===== config.mk =====
export PLATFORM = sky130hd
export DESIGN_NAME = nonnegative_filter_sort
export DESIGN_NICKNAME = d
export VERILOG_FILES = /design/src/design/nfs_pkg.sv /design/src/design/nonnegative_filter_sort.sv /design/src/design/nfs_datapath.sv /design/src/design/nfs_ctrl.sv
export SDC_FILE = /design/constraint.sdc
export NUM_CORES = 1
export LEC_CHECK = 0
export ABC_AREA = 1
export BUFFER_PORTS_ARGS = -buffer_cell sky130_fd_sc_hd__clkbuf_2
export CORE_ASPECT_RATIO = 2
export CORE_UTILIZATION = 45
export DETAILED_ROUTE_END_ITERATION = 10
export SYNTH_ARGS = -nofsm -noshare
export SYNTH_HDL_FRONTEND = slang
export SYNTH_SLANG_ARGS = --single-unit

===== constraint.sdc =====
create_clock -name clk_i -period 3.6 [get_ports clk_i]
set_input_delay 0.54 -clock clk_i [delete_from_list [all_inputs] [get_ports clk_i]]
set_output_delay 0.54 -clock clk_i [all_outputs]
set_load 0.02 [all_outputs]

===== src/design/nfs_pkg.sv =====
// Shared types, widths and defaults for the non-negative filter and sort block.
`timescale 1ns / 1ps

package nfs_pkg;

  // Width of one incoming signed sample and of the kept magnitude.
  localparam int unsigned VALUE_BITS = 16;
  localparam int unsigned MAG_BITS   = VALUE_BITS - 1;

  // Default number of values held per set.
  localparam int unsigned CAPACITY = 16;

  typedef struct packed {
    logic signed [VALUE_BITS-1:0] sample;
    logic                         set_end;
  } in_item_t;

  typedef struct packed {
    logic [MAG_BITS-1:0] sorted_value;
    logic                final_value;
    logic                none_kept;
    logic                overflowed;
  } out_item_t;

  // Commands from the controller to the datapath.
  typedef struct packed {
    logic take;  // input beat accepted this cycle
    logic pop;   // output beat accepted this cycle
  } ctrl_cmd_t;

  // Status from the datapath to the controller.
  typedef struct packed {
    logic last_out;  // the head result is the final one of the run
  } dp_status_t;

endpackage


===== src/design/nonnegative_filter_sort.sv =====
// Top level: drops negative samples, sorts the rest and streams them out.
// Output: the first result beat is valid in the cycle after the set_end beat is taken.
// Throughput: one input beat per cycle while collecting, then one result beat
//   per cycle while out_stall_i is low; a single row of insertion cells both
//   fills and drains.
// Reset: asynchronous, active low; clears the state, kept count and overflow
//   flag. The value cells are not reset and are only read below the count.
`timescale 1ns / 1ps

module nonnegative_filter_sort #(
  parameter int unsigned CAPACITY = nfs_pkg::CAPACITY
) (
  input  logic               clk_i,
  input  logic               rst_ni,
  input  logic               in_valid_i,
  output logic               in_stall_o,
  input  nfs_pkg::in_item_t  in_data_i,
  output logic               out_valid_o,
  input  logic               out_stall_i,
  output nfs_pkg::out_item_t out_data_o
);

  nfs_pkg::ctrl_cmd_t  cmd;
  nfs_pkg::dp_status_t st;

  // The controller alternates between taking a set and draining it. While
  // a set is drained the input side is stalled, so one beat moves per cycle
  // on at most one side.
  nfs_ctrl u_ctrl (
    .clk_i       (clk_i),
    .rst_ni      (rst_ni),
    .in_valid_i  (in_valid_i),
    .in_last_i   (in_data_i.set_end),
    .in_stall_o  (in_stall_o),
    .out_valid_o (out_valid_o),
    .out_stall_i (out_stall_i),
    .st_i        (st),
    .cmd_o       (cmd)
  );

  // Each non-negative sample drops into its place in an ascending row of
  // cells in the cycle it arrives; the row shifts towards the head as each
  // result beat leaves, so the head cell is always the next result.
  nfs_datapath #(
    .CAPACITY (CAPACITY)
  ) u_dp (
    .clk_i      (clk_i),
    .rst_ni     (rst_ni),
    .cmd_i      (cmd),
    .in_data_i  (in_data_i),
    .st_o       (st),
    .out_data_o (out_data_o)
  );

`ifndef NO_ASSERTIONS
  // Never take an input beat while a result is on offer.
  a_no_overlap: assert property (@(posedge clk_i) disable iff (!rst_ni)
    !(in_valid_i && !in_stall_o && out_valid_o))
    else $error("input taken while draining");

  // Results of one run leave in ascending order.
  a_ascending: assert property (@(posedge clk_i) disable iff (!rst_ni)
    (out_valid_o && !out_stall_i && !out_data_o.final_value) |=>
      (out_valid_o && (out_data_o.sorted_value >= $past(out_data_o.sorted_value))))
    else $error("results out of order");

  // The final beat closes the run.
  a_final_ends: assert property (@(posedge clk_i) disable iff (!rst_ni)
    (out_valid_o && !out_stall_i && out_data_o.final_value) |=> !out_valid_o)
    else $error("results continue after final beat");

  // An empty run is a single zero beat.
  a_empty_beat: assert property (@(posedge clk_i) disable iff (!rst_ni)
    (out_valid_o && out_data_o.none_kept) |->
      (out_data_o.final_value && (out_data_o.sorted_value == '0)))
    else $error("malformed empty result");
`endif

endmodule


===== src/design/nfs_datapath.sv =====
// Datapath: row of insertion cells, kept count, overflow flag and result head.
`timescale 1ns / 1ps

module nfs_datapath #(
  parameter int unsigned CAPACITY = nfs_pkg::CAPACITY
) (
  input  logic                  clk_i,
  input  logic                  rst_ni,
  input  nfs_pkg::ctrl_cmd_t    cmd_i,
  input  nfs_pkg::in_item_t     in_data_i,
  output nfs_pkg::dp_status_t   st_o,
  output nfs_pkg::out_item_t    out_data_o
);

  localparam int unsigned CntW = $clog2(CAPACITY + 1);

  logic [nfs_pkg::MAG_BITS-1:0] cell_q [CAPACITY];
  logic [nfs_pkg::MAG_BITS-1:0] cell_d [CAPACITY];
  logic [CntW-1:0]              count_q, count_d;
  logic                         ovf_q, ovf_d;

  logic [CAPACITY-1:0]          ahead;
  logic [nfs_pkg::MAG_BITS-1:0] new_val;
  logic                         keep_new;
  logic                         empty;

  assign new_val  = in_data_i.sample[nfs_pkg::MAG_BITS-1:0];
  assign keep_new = cmd_i.take && !in_data_i.sample[nfs_pkg::VALUE_BITS-1];
  assign empty    = (count_q == '0);

  // A cell is "ahead" when the new value belongs at or before it.
  always_comb begin
    for (int i = 0; i < CAPACITY; i++) begin
      ahead[i] = (CntW'(i) >= count_q) || (new_val < cell_q[i]);
    end
  end

  always_comb begin
    cell_d  = cell_q;
    count_d = count_q;
    ovf_d   = ovf_q;
    priority if (cmd_i.pop) begin
      // advance the row towards the head
      for (int i = 0; i < CAPACITY - 1; i++) begin
        cell_d[i] = cell_q[i+1];
      end
      if (!empty) begin
        count_d = count_q - CntW'(1);
      end
      if (st_o.last_out) begin
        ovf_d = 1'b0;
      end
    end else if (keep_new) begin
      if (count_q < CntW'(CAPACITY)) begin
        if (ahead[0]) begin
          cell_d[0] = new_val;
        end
        for (int i = 1; i < CAPACITY; i++) begin
          if (ahead[i]) begin
            cell_d[i] = ahead[i-1] ? cell_q[i-1] : new_val;
          end
        end
        count_d = count_q + CntW'(1);
      end else begin
        ovf_d = 1'b1;
      end
    end else begin
      ovf_d = ovf_q;
    end
  end

  always_ff @(posedge clk_i) begin
    cell_q <= cell_d;
  end

  always_ff @(posedge clk_i or negedge rst_ni) begin
    if (!rst_ni) begin
      count_q <= '0;
      ovf_q   <= 1'b0;
    end else begin
      count_q <= count_d;
      ovf_q   <= ovf_d;
    end
  end

  assign st_o.last_out = (count_q <= CntW'(1));

  assign out_data_o.sorted_value = empty ? '0 : cell_q[0];
  assign out_data_o.final_value  = st_o.last_out;
  assign out_data_o.none_kept    = empty;
  assign out_data_o.overflowed   = ovf_q;

endmodule


===== src/design/nfs_ctrl.sv =====
// Controller: collect/drain state machine and handshake control.
`timescale 1ns / 1ps

module nfs_ctrl (
  input  logic                clk_i,
  input  logic                rst_ni,
  input  logic                in_valid_i,
  input  logic                in_last_i,
  output logic                in_stall_o,
  output logic                out_valid_o,
  input  logic                out_stall_i,
  input  nfs_pkg::dp_status_t st_i,
  output nfs_pkg::ctrl_cmd_t  cmd_o
);

  typedef enum logic [1:0] {
    S_COLLECT = 2'b01,
    S_DRAIN   = 2'b10
  } state_e;

  state_e state_q, state_d;

  assign in_stall_o  = (state_q != S_COLLECT);
  assign out_valid_o = (state_q == S_DRAIN);
  assign cmd_o.take  = (state_q == S_COLLECT) && in_valid_i;
  assign cmd_o.pop   = (state_q == S_DRAIN) && !out_stall_i;

  always_comb begin
    state_d = state_q;
    unique case (state_q)
      S_COLLECT: begin
        if (cmd_o.take && in_last_i) begin
          state_d = S_DRAIN;
        end
      end
      S_DRAIN: begin
        if (cmd_o.pop && st_i.last_out) begin
          state_d = S_COLLECT;
        end
      end
      default: begin
        state_d = S_COLLECT;
      end
    endcase
  end

  always_ff @(posedge clk_i or negedge rst_ni) begin
    if (!rst_ni) begin
      state_q <= S_COLLECT;
    end else begin
      state_q <= state_d;
    end
  end

endmodule


==> flow_summary.toml, run 1 <==
[power_and_ir_drop]
powerDensity_nw_per_um2 = 404
power.internal_uw = 5670
leakage_uw = 0.0113
switching_power_uw = 3000
p_sw_frac = 0.345
pwr-share-clk = 0.335
pwr-share-seq = 0.403
ir_worst_vdd_v = 0.000398
comb_power_share = 0.263

[sta]
hold_viol = 0
skew_ns = 0.0211
min_period_ns = 3.25
slew_headroom = 0.415
rsz0062_at_grt = "false"
tns_ns = 0
tightest_slew_ns = 0.876
slew_viol_final = 0
clock.fmax_ghz = 0.308
fin_crit_sh = 0.902
setup_viol = 0

[floorplan]
start_util = 0.456
die-width_microns = 149
die_area_sq_um = 44000
die_height_microns = 296
core_sq_um = 42600
pin_count = 41
rows = 107

[placed_design]
port_buffers = 40
place_area_sq_um = 20600
gp_routability_congestion = 0.892
dp_cells = 3258
place_hpwl_microns = 49900

[logic_synthesis]
synth_cell_types = 31
netlist_area_sq_um = 19400
yosysTopAreaCell = "edfxtp_1"
synth_nets = 2936
yosys-top-cells-area = "edfxtp_1 (37%), nand2_1 (21%), ha_1 (14%)"
synth_cells = 2700
netlist.area_leader.share = 0.371
synth-edff-count = 240
synth_seq_cells = 248
synth_area_per_cell_sq_um = 7.19
synth-async-reset-ratio = 0.0323
synth_ff_type = "edfxtp_1"
yosysWarnings = 0
synth_seq_area_share = 0.382

[critical_path]
critical_path_arrival_ns = 2.71
cp_top_family = "buffers and inverters"
worstPathBufferInverterCount = 4
cp_common_cell = "inv_1"
worst_setup_path_end_kind = "primary output"
max_stage_delay_ns = 0.47
cp.required_ns = 3.06
critPathKind = "reg -> out"
start_kind = "register"
crit_chain = "inv_1, ha_1, inv_1, nor2_1, nand2_1, inv_1, nor2_1, clkbuf_2"
crit_slowest_cell = "dfrtp_1"
worst-path-max-fanout = 16

[run_status]
status = "finished, final reports clean"

[clocking]
htree_levels = 1
path_clk_slew_ns = 0.06
clkSinkCount = 248
tritoncts = "done"
cts_buffers = 26
worstSkewPairLatency_ns = 0.57
cts_buffer_depth = 3
cts.repair.resized = 0
cts_root_buf = "clkbuf_16"

[drt]
wire_per_inst_microns = 20.5
first_pass_iters = 6
drt_iter0_drc = 1189
ant_nets = 0
via_count = 18333
routed_via_density = 5.54
drcViolationCount = 0
wl_microns = 67900

[final_layout]
final_common_cell = "nand2_1"
area_growth_pct = 10.5
drive_gt1_frac = 0.0724
final_cell_mix = "nand2_1 (1091), nand3_1 (453), inv_1 (366)"
antenna_cells = 0
stdcell_area_sq_um = 21400
fill_cells = 4308
fin_cells = 3307
fin_nets = 2978

[grt]
grt_max_degree = 118
grt_antenna_before_repair = 0
grt_pass1_vias = 18797
grt.total_usage = 0.313
grt_pass1_wl_microns = 103000
overflow = 0

[min_path]
worstHoldPathType = "in -> reg"

[flow_run]
maxCapViolCount = 0
==> path summary, 6_finish.rpt <==
path                            startpoint                 to  slack (ns)  cells after the start
max in group asynchronous           rst_ni  u_ctrl.state_q[0]        2.98                      2
setup / recovery           u_dp.count_q[0]      out_data_o[3]        0.35                      8
min in group asynchronous           rst_ni    u_dp.count_q[1]        0.35                      2
hold / removal                in_data_i[0]  u_ctrl.state_q[0]        0.28                      3
setup reg to reg           u_dp.count_q[0]   u_dp.cell_q[235]        0.50                     10
hold reg to reg                 u_dp.ovf_q         u_dp.ovf_q        0.52                      1
==> Yosys cell counts, types with 2 or more instances <==
cell type,n
inv_1,366
buf_4,5
o21ai_0,6
inv_2,11
a31oi_4,2
nor2_2,2
nand2_2,6
a21oi_1,71
xor2_1,5
dfrtp_1,7
nand3_1,453
clkbuf_1,68
o22ai_1,15
nor2_1,79
edfxtp_1,240
o21ai_2,2
o21ai_1,3
buf_2,35
ha_1,215
nand2_1,1091
buf_1,8
==> registers in the layout (all words and copies together) (netlist names) <==
register,flops
u_dp.ovf_q,1
u_dp.cell_q,240
u_dp.count_q,5
u_ctrl.state_q,2
==> metrics by stage <==
| stage | utilization | power (uW) | hold WS [ns] | worst slack (ns) |
|---|---|---|---|---|
| 3_3_place_gp | 0.483 | 5750 | 0.403 | 0.502 |
| 4_1_cts | 0.504 | 8690 | 0.266 | 0.346 |
| 6_report | 0.504 | 8670 | 0.278 | 0.352 |
| 2_1_floorplan | - | 5020 | 0.244 | 1.03 |
| 5_1_grt | 0.504 | 9060 | 0.297 | 0.243 |
| 3_5_place_dp | 0.483 | 5800 | 0.404 | 0.485 |
==> power groups by stage <==
stage,sequential [uW],clock (uW),combinational [uW]
floorplan,3490,0,1520
global placement,3550,0,2200
detailed placement,3550,0,2250
CTS,3490,2940,2260
global route,3500,3030,2530
finish,3490,2900,2280
==> worst register-to-register path, cell delays in order (launching register included) <==
cell     delay, ns
dfrtp_1       0.47
inv_1         0.25
ha_1          0.29
inv_1         0.10
nor2_1        0.18
nand2_1       0.19
o21ai_1       0.19
inv_2         0.19
nand2_2       0.28
nand2_1       0.09
nand2_1       0.50
==> cell families (layout without fill, tap and decap cells) <==
family | Yosys count | count (layout) | share of synthesized area
flip-flops | 248 | 248 | 0.382
adder cells (fa/ha/maj) | 215 | 215 | 0.139
AO/OA/AOI/OAI | 103 | 103 | 0.0309
AND/OR/NAND/NOR | 1634 | 1634 | 0.347
XOR/XNOR | 5 | 5 | 0.00226
buffers and inverters | 495 | 557 | 0.0994
==> routing by layer <==
metal | GRT usage | part of all wire | vias up
met3 | 0.0351 | 0.044 | 294
met1 | 0.303 | 0.33 | 8615
met4 | 0.240 | 0.086 | 0
met5 | 0 | 0 | -
met2 | 0.598 | 0.54 | 635
li1 | - | - | 8789
==> final cells by class <==
cell class	count	area, sq um	area share
flip-flops and latches	248	7410	0.346
multi-input cells	1957	10100	0.470
clock inverters	21	200	0.00934
inverters	378	1430	0.0665
clock buffers	27	676	0.0315
repair buffers	131	973	0.0454
well taps	545	682	0.0318
==> what timing repair did <==
item,in CTS,in global routing
hold buffers,1,0
buffers inserted,0,0
endpoints found under the hold margin,7,0
(Power assumes the default switching activity.)
==> run 2: changes to the inputs <==
--- a/config.mk
+++ b/config.mk
@@ -8,7 +8,10 @@
 export ABC_AREA = 1
 export BUFFER_PORTS_ARGS = -buffer_cell sky130_fd_sc_hd__clkbuf_2
 export CORE_ASPECT_RATIO = 2
+export CORE_MARGIN = 4
 export CORE_UTILIZATION = 45
+export CTS_CLUSTER_DIAMETER = 120
+export CTS_CLUSTER_SIZE = 10
 export DETAILED_ROUTE_END_ITERATION = 10
 export SYNTH_ARGS = -nofsm -noshare
 export SYNTH_HDL_FRONTEND = slang
==> flow_summary.toml, run 2 (same netlist as run 1, synthesis figures left out) <==
[min_path]
worstHoldPathType = "in -> reg"
hold-path-cell-count = 3

[sta]
skew_ns = 0.00935
clock.fmax_ghz = 0.305
slew_viol_final = 0
slew_headroom = 0.327
fin_crit_sh = 0.909
tightest_slew_ns = 1.01
tns_ns = 0
min_period_ns = 3.27
rsz0062_at_grt = "false"
setup_viol = 0
hold_viol = 0

[drt]
via_count = 18476
drcViolationCount = 0
drt_iter0_drc = 1436
ant_nets = 0
wire_per_inst_microns = 21.6
wl_microns = 71100
first_pass_iters = 5
routed_via_density = 5.60

[final_layout]
top_regs = "u_dp.cell_q: 240 flops, u_dp.count_q: 5 flops, u_ctrl.state_q: 2 flops"
final_common_cell = "nand2_1"
area_growth_pct = 9.78
regMostFlops = "u_dp.cell_q"
final_cell_mix = "nand2_1 (1091), nand3_1 (453), inv_1 (366)"
largest_register_ffs = 240
fin_nets = 2978
drive_gt1_frac = 0.0676
antenna_cells = 0

[grt]
grt.total_usage = 0.301
grt_pass1_vias = 18683
overflow = 0
grt_max_degree = 90
grt_antenna_before_repair = 0
grt_pass1_wl_microns = 107000

[run_status]
status = "finished, final reports clean"

[power_and_ir_drop]
leakage_uw = 0.0112
powerDensity_nw_per_um2 = 398
ir_worst_vdd_v = 0.000361
p_total_uw = 8480

[clocking]
htree_levels = 1
cts.repair.resized = 0
cts_setup_buffers = 0
cts_buffer_depth = 3
worstSkewPairLatency_ns = 0.57
clkSinkCount = 248
cts_buffers = 28
path_clk_slew_ns = 0.06
tritoncts = "done"
cts_root_buf = "clkbuf_16"

[critical_path]
critPathKind = "reg -> out"
max_stage_delay_ns = 0.47
worst-path-max-fanout = 16
start_kind = "register"
cp.required_ns = 3.06
worst_setup_path_end_kind = "primary output"
reg2reg_depth = 10
cp_common_cell = "inv_1"
critical_path_arrival_ns = 2.73
crit_slowest_cell = "dfrtp_1"
crit_chain = "inv_1, ha_1, inv_1, nor2_1, nand2_1, inv_1, nor2_1, clkbuf_2"

[floorplan]
die-width_microns = 155
die_height_microns = 302
start_util = 0.456
rows = 107
die_area_sq_um = 46700
core_sq_um = 42600
pin_count = 41

[placed_design]
port_buffers = 40
place_hpwl_microns = 52300
gp_routability_congestion = 0.983

[flow_run]
maxCapViolCount = 0
==> run 2: final timing paths <==
| check | from | endpoint | slack, ns |
|---|---|---|---|
| setup / recovery | u_dp.count_q[0] | out_data_o[3] | 0.33 |
| hold / removal | in_data_i[0] | u_ctrl.state_q[0] | 0.26 |
| setup reg to reg | u_dp.count_q[0] | u_dp.cell_q[226] | 0.66 |
| hold reg to reg | u_dp.cell_q[13] | u_dp.cell_q[28] | 0.52 |
| max in group asynchronous | rst_ni | u_ctrl.state_q[0] | 2.98 |
| min in group asynchronous | rst_ni | u_dp.count_q[1] | 0.36 |
==> run 2: worst max-delay path: cells and delay by family (launching register included) <==
kind,cells,cell delay [ns]
buf+inv,4,0.95
flops,1,0.47
simple gates,3,0.46
fa+ha+maj,1,0.28
==> run 2: where the power goes <==
part	internal (uW)	leakage, uW	total [uW]	switching (uW)
Sequential	3360	0.00232	3500	138
Combinational	672	0.00848	2300	1630
Clock	1470	0.000378	2680	1210
==> run 2: cell type report <==
| cell class | count | area (sq um) |
|---|---|---|
| Timing Repair Buffer | 129 | 933 |
| Fill cell | 4214 | 21300 |
| Sequential cell | 248 | 7410 |
| Multi-Input combinational cell | 1957 | 10100 |
| Clock buffer | 41 | 781 |
| Tap cell | 545 | 682 |
| Inverter | 378 | 1430 |
==> run 2: routing by layer <==
metal,global-route usage,wire [microns],share of wire
met1,0.302,23700,0.33
met2,0.554,36600,0.52
met3,0.0271,3400,0.048
met4,0.247,7420,0.10
met5,0,0,0
==> run 2: repair_timing <==
item / 4_1_cts / 5_1_grt
setup endpoints to repair: 0 / 0
hold buffers: 1 / 0
hold endpoints to repair: 7 / 0
==> run 2: through the flow <==
| step | worst slack, ns | utilization | hold WS (ns) | std cells | area [sq um] |
|---|---|---|---|---|---|
| floorplan | 1.03 | - | 0.244 | 2700 | 19400 |
| global placement | 0.449 | 0.482 | 0.405 | 3256 | 20500 |
| detailed placement | 0.447 | 0.482 | 0.402 | 3256 | 20500 |
| CTS | 0.331 | 0.500 | 0.240 | 3298 | 21300 |
| global route | 0.168 | 0.500 | 0.263 | 3298 | 21300 |
| finish | 0.326 | 0.500 | 0.258 | 3298 | 21300 |
